`src/gaussian_blur_rgb_clipped_core_assert.svh`:
```
// Assertion macros shared by the blur core.
`ifndef GAUSSIAN_BLUR_RGB_CLIPPED_CORE_ASSERT_SVH
`define GAUSSIAN_BLUR_RGB_CLIPPED_CORE_ASSERT_SVH
`ifndef ASSERT_OFF
`define GBR_ASSERT_ALWAYS(lbl, cond) \
  lbl: assert property (@(posedge clk) disable iff (!rst_n) (cond)) \
    else $error("assertion failed");
`define GBR_ASSERT_NEXT(lbl, ante, cons) \
  lbl: assert property (@(posedge clk) disable iff (!rst_n) (ante) |=> (cons)) \
    else $error("assertion failed");
`else
`define GBR_ASSERT_ALWAYS(lbl, cond)
`define GBR_ASSERT_NEXT(lbl, ante, cons)
`endif
`endif

```
`src/gbr_pkg.sv`:
```
`timescale 1ns / 1ps
`default_nettype none
package gbr_pkg;
  localparam int MAX_WIDTH   = 1024;
  localparam int MAX_RADIUS  = 3;
  localparam int WEIGHT_BITS = 16;
  localparam int MAX_HEIGHT  = 4096;
  localparam int COL_W       = 10;
  localparam int ROW_W       = 12;
  localparam int DIST_W      = 4;
  localparam int PIX_W       = 24;

  typedef enum logic [2:0] {
    REG_RADIUS   = 3'd0,
    REG_W_CENTER = 3'd1,
    REG_W_DIST1  = 3'd2,
    REG_W_DIST2  = 3'd3,
    REG_W_DIST3  = 3'd4,
    REG_WIDTH    = 3'd5,
    REG_HEIGHT   = 3'd6
  } reg_idx_t;

  typedef enum logic [2:0] {
    ST_IDLE,
    ST_CHECK,
    ST_RUN,
    ST_WAIT,
    ST_FIN
  } state_t;

  typedef struct packed {
    logic clear;
    logic issue;
    logic in_win;
  } tap_ctrl_t;
endpackage
`default_nettype wire

```
`src/gbr_tap_mac.sv`:
```
`timescale 1ns / 1ps
`default_nettype none
module gbr_tap_mac #(
  parameter int WB    = 16,
  parameter int ACC_W = 46
) (
  input  wire logic                      clk,
  input  wire logic                      rst_n,
  input  wire gbr_pkg::tap_ctrl_t        ctrl,
  input  wire logic [WB-1:0]             wa,
  input  wire logic [WB-1:0]             wb,
  input  wire logic [gbr_pkg::PIX_W-1:0] rd_data,
  output logic      [ACC_W-1:0]          acc_b,
  output logic      [ACC_W-1:0]          acc_g,
  output logic      [ACC_W-1:0]          acc_r,
  output logic                           busy
);
  localparam int WT_W = 2 * WB;
  localparam int PR_W = WT_W + 8;

  logic            v1_r, v2_r;
  logic [WT_W-1:0] wt_r;
  logic [PR_W-1:0] pb_r, pg_r, pr_r;

  always_ff @(posedge clk) begin
    if (!rst_n) begin
      v1_r <= 1'b0;
      v2_r <= 1'b0;
    end else begin
      v1_r <= ctrl.issue && ctrl.in_win;
      v2_r <= v1_r;
    end
  end

  always_ff @(posedge clk) begin
    wt_r <= WT_W'(wa) * WT_W'(wb);
    pb_r <= PR_W'(rd_data[7:0]) * PR_W'(wt_r);
    pg_r <= PR_W'(rd_data[15:8]) * PR_W'(wt_r);
    pr_r <= PR_W'(rd_data[23:16]) * PR_W'(wt_r);
    if (ctrl.clear) begin
      acc_b <= '0;
      acc_g <= '0;
      acc_r <= '0;
    end else if (v2_r) begin
      acc_b <= acc_b + ACC_W'(pb_r);
      acc_g <= acc_g + ACC_W'(pg_r);
      acc_r <= acc_r + ACC_W'(pr_r);
    end
  end

  assign busy = v1_r || v2_r;
endmodule
`default_nettype wire

```
`config.mk`:
```
export PLATFORM = sky130hd
export DESIGN_NAME = gbr_tap_mac
export DESIGN_NICKNAME = d
export VERILOG_FILES = /design/src/gaussian_blur_rgb_clipped_core_assert.svh /design/src/gbr_pkg.sv /design/src/gbr_tap_mac.sv
export SDC_FILE = /design/constraint.sdc
export NUM_CORES = 2
export LEC_CHECK = 0
export BUFFER_PORTS_ARGS = -buffer_cell sky130_fd_sc_hd__buf_2
export CORE_MARGIN = 2
export CORE_UTILIZATION = 35
export DETAILED_ROUTE_END_ITERATION = 10
export GPL_TIMING_DRIVEN = 0
export HOLD_SLACK_MARGIN = 0.03
export SETUP_SLACK_MARGIN = 0.1
export SLEW_MARGIN = 20
export SYNTH_ARGS = -nofsm -noshare
export SYNTH_HDL_FRONTEND = slang
export SYNTH_SLANG_ARGS = --single-unit
```
`constraint.sdc`:
```
create_clock -name clk -period 7.6 [get_ports clk]
set_clock_uncertainty 0.05 [all_clocks]
set_input_delay 1.52 -clock clk [delete_from_list [all_inputs] [get_ports clk]]
set_output_delay 1.52 -clock clk [all_outputs]
set_load 0.005 [all_outputs]
```
# --- Word-level counts from Yosys, hierarchy flattened ---
# Index checks and enable logic that the tools add are counted.
word_totals:
  input_bits: 61
  register_bits: 292
  wordCells: 18
classes:
  addsub: 3
  n_reduce_logical: 2
  multipliers: 4
op_table:
  columns: ["cell", "n"]
  rows:
  - ["46-bit by 40-bit adder with 46-bit output", 3]
  - ["8-bit by 32-bit multiplier with 40-bit output", 3]
  - ["16-bit by 16-bit multiplier with 32-bit output", 1]
  - ["1-bit logical AND", 1]
  - ["1-bit logical OR", 1]

# --- Longest topological paths before layout ---
depth:
  ltp_word: 1
  ltp_mapped: 23
  mapped_depth_nobuf: 22

# --- Worst setup path after synthesis ---
# OpenSTA, ideal clock, no wires.
synth_timing:
  kind: "in2reg"
  from: "input wb[1]"
  to: "register wt_r[31]"
  arrival_time_ns: 6.838
  path_stages: 21
  slack_ns: 0.594
  required_ns: 7.432
  cell_sequence: "clkbuf_1 > nand2_1 > fa_1 > fa_1 > fa_1 > fa_1 > inv_1 > fa_1 > inv_1 > fa_1 > inv_1 > ha_1 > a21oi_1 > o21a_1 > nand3b_1 > o211ai_1 > o31a_1 > a211oi_1 > a211o_1 > o31a_1 > xnor2_1"
synth_via:
  elab_chain_cells: 1
synth_lines:
  columns: ["item", "line_no", "source"]
  rows:
  - ["start: declaration", "gbr_tap_mac.sv:11", "input wire logic [WB-1:0] wb,"]
  - ["16-bit by 16-bit multiplier with 32-bit output", "gbr_tap_mac.sv:36", "wt_r <= WT_W'(wa) * WT_W'(wb);"]
  - ["end signal: assignment", "gbr_tap_mac.sv:36", null]
  - ["end: declaration", "gbr_tap_mac.sv:22", "logic [WT_W-1:0] wt_r;"]
# No other way between the ends.
# A chain may end at the register's enable or synchronous reset.

# --- Worst setup path after layout ---
layout_timing:
  from: "input rd_data[18] (netlist bit)"
  to: "register pr_r[34]"
layout_via:
  elab_chain_cells: 1
layout_lines:
  columns: ["item", "line_no", "source"]
  rows:
  - ["start: declaration", "gbr_tap_mac.sv:12", "input wire logic [gbr_pkg::PIX_W-1:0] rd_data,"]
  - ["8-bit by 32-bit multiplier with 40-bit output", "gbr_tap_mac.sv:39", "pr_r <= PR_W'(rd_data[23:16]) * PR_W'(wt_r);"]
  - ["end signal: assignment", "gbr_tap_mac.sv:39", null]
  - ["end: declaration", "gbr_tap_mac.sv:23", "logic [PR_W-1:0] pb_r, pg_r, pr_r;"]
# No other way between the ends.

==> results.toml <==
[worst_setup_path]
slowest_stage = "a311oi_1"
crit_arrival_ns = 7.50
path_max_fanout = 10
start_kind = "input pin"
path_cells = "buf_2 -> clkbuf_1 -> nand2_1 -> fa_1 -> fa_1 -> inv_1 -> fa_1 -> inv_1 -> fa_1 -> inv_1 -> ha_1 -> or2_2 -> a31oi_1 -> a211oi_1 -> o2111ai_1 -> a21oi_1 -> o211ai_1 -> a21boi_0 -> nor4_1 -> a311oi_1"
worstPathRequired_ns = 7.94
path_class = "in2reg"
cp_slowest_stage_delay_ns = 0.62
crit_top_cell = "fa_1"
critPathCaptureType = "flip-flop"

[logic_synthesis]
async_flop_share_pct = 0
seq_area_frac_synth_pct = 12.5
syn_nets = 6636
synth_flop_cell = "dfxtp_1"
netlist_area_um2 = 46900
yosysUniqueCellTypes = 90
syn-instance-count = 5434
synth_edf_count = 0
syn_area_per_cell_um2 = 8.62
yosysWarnings = 0
ys_seq_elements = 292

[cells_and_area]
area_growth_syn_to_layout_pct = 9.67
nets = 6871
fillerInstances = 13700
layout_commonest_cell = "inv_1"
mostFrequentLayoutCells = "inv_1 (833), fa_1 (737), nand2_1 (672)"
layout-drive-gt1-share_pct = 5.86

[drt]
drt_wl_total_mm = 146
drc_errors = 0
viasPerCell = 5.11
drt_iter0_drc = 2217
firstDrtPassIters = 7
vias = 38200
ant_nets = 0
detail_route.wl_per_cell_um = 19.5

[timing]
finalHoldViolCount = 0
slew_violations = 0
finalCriticalPeriod_ns = 7.16
grt_setup_unrepaired = "false"
setup_slack_ns = 0.444
min_period_over_period_pct = 94.2
max_clock_freq_mhz = 140
setup_violations = 0
tightest_slew_ns = 1.23
maxSlewHeadroom_pct = 18.3

[grt]
grt_pass1_vias = 39900
grt_overflow_total = 0
grt_max_degree = 15
grt_pass1_wl_mm = 228
grt_usage_pct = 21.3
antenna_found_initial = 17

[clock_tree]
htreeDepth = 2
clockBufferDepth = 3
clk_latency_ns = 0.59
postCtsSetupRepairBufs = 0
cts_made_buffers = 36
clkTransAtPathRegs_ns = 0.06
cts-root-buf = "clkbuf_16"
clock-sinks = 292
cts_tree = "yes"

[floorplan]
initial_utilization_pct = 35.2
fp-row-count = 134
io_pins = 200
die_area_um2 = 137000
fp.coreArea_um2 = 133000
die_y_um = 370
die_x_um = 370

[place]
dp_slack_ns = -0.474
hpwl_mm = 123
gp_congestion = 0.919
io_buffers = 199

[flow_run]
max_cap_violations = 0

[hold_path]
min_path_type = "reg2reg"

[status]
status = "complete, no violations"
state kept, by name, indices dropped and copies added, names as in the netlist:
name / cells
v2_r: 1
wt_r: 32
acc_g: 46
acc_b: 46
pg_r: 40
v1_r: 1
acc_r: 46
pb_r: 40
pr_r: 40
cells in the mapped netlist, types with 66 or more instances:
| master | instances | area share, % |
|---|---|---|
| nand3_1 | 66 | 0.70 |
| fa_1 | 737 | 31 |
| clkbuf_1 | 242 | 1.9 |
| nor2_1 | 198 | 1.6 |
| inv_1 | 833 | 6.7 |
| xnor2_1 | 143 | 2.7 |
| and2_1 | 547 | 7.3 |
| a21oi_1 | 258 | 2.8 |
| a21o_1 | 144 | 2.3 |
| dfxtp_1 | 292 | 12 |
| xor2_1 | 83 | 1.6 |
| nand2_1 | 672 | 5.4 |
| o21ai_0 | 145 | 1.5 |
| ha_1 | 404 | 11 |
worst paths after layout:
path	start	to	slack [ns]	cells after the start
setup / recovery	rd_data[18]	pr_r[34]$_DFF_P_	0.44	20
hold / removal	v1_r$_SDFF_PN0_	v2_r$_SDFF_PN0_	0.39	1
setup reg to reg	wt_r[5]$_DFF_P_	pr_r[34]$_DFF_P_	0.85	19
hold reg to reg	v1_r$_SDFF_PN0_	v2_r$_SDFF_PN0_	0.39	1
final cells by class:
| cell class | count | area (um^2) | area share, % |
|---|---|---|---|
| diodes | 5 | 12.5 | 0.0243 |
| clock buffers | 45 | 955 | 1.86 |
| multi-input cells | 4055 | 36900 | 71.9 |
| repair buffers | 199 | 996 | 1.94 |
| flip-flops and latches | 292 | 5850 | 11.4 |
| well taps | 1768 | 2210 | 4.30 |
| inverters | 834 | 3130 | 6.09 |
| clock inverters | 21 | 327 | 0.635 |
| plain buffers | 251 | 977 | 1.90 |
worst max-delay path, delay by kind of cell:
| kind | cells | cell delay [ns] |
|---|---|---|
| fa+ha+maj | 5 | 2.43 |
| compound gates | 7 | 2.25 |
| buf+inv | 5 | 0.89 |
| simple gates | 3 | 0.39 |
stage by stage:
step	util (%)	std cells	hold WS (ns)	setup TNS [ns]	instance area, um^2
floorplan	-	5434	0.371	0	46900
global placement	37.6	7401	0.383	-1.46	50100
detailed placement	37.6	7401	0.388	-1.96	50100
CTS	38.6	7467	0.403	0	51400
global route	38.6	7467	0.445	0	51400
finish	38.6	7470	0.395	0	51400
repair_timing:
action                     CTS  global route
setup endpoints to repair    0             6
hold buffers                 0             0
gates resized for setup      0            33
hold endpoints to repair     0             0
cell families after synthesis:
| logic type | count (synthesis) | share of synthesized area [%] |
|---|---|---|
| DFF | 292 | 12.5 |
| xor gates and xnor gates | 226 | 4.22 |
| and+or+nand+nor | 1744 | 18.6 |
| buffers and inverters | 1087 | 8.72 |
| muxes | 61 | 1.32 |
| AOI/OAI and AO/OA | 883 | 12.3 |
| adders and majority gates | 1141 | 42.3 |
layer usage:
metal | part of all wire [%] | track usage [%]
met4 | 3.9 | 7.65
met2 | 47 | 36.2
met3 | 6.0 | 3.20
met5 | 0.049 | 0
met1 | 43 | 27.5
Power is not shown: default switching activity piles up to over one toggle a cycle in this logic, so the estimate is an artifact.
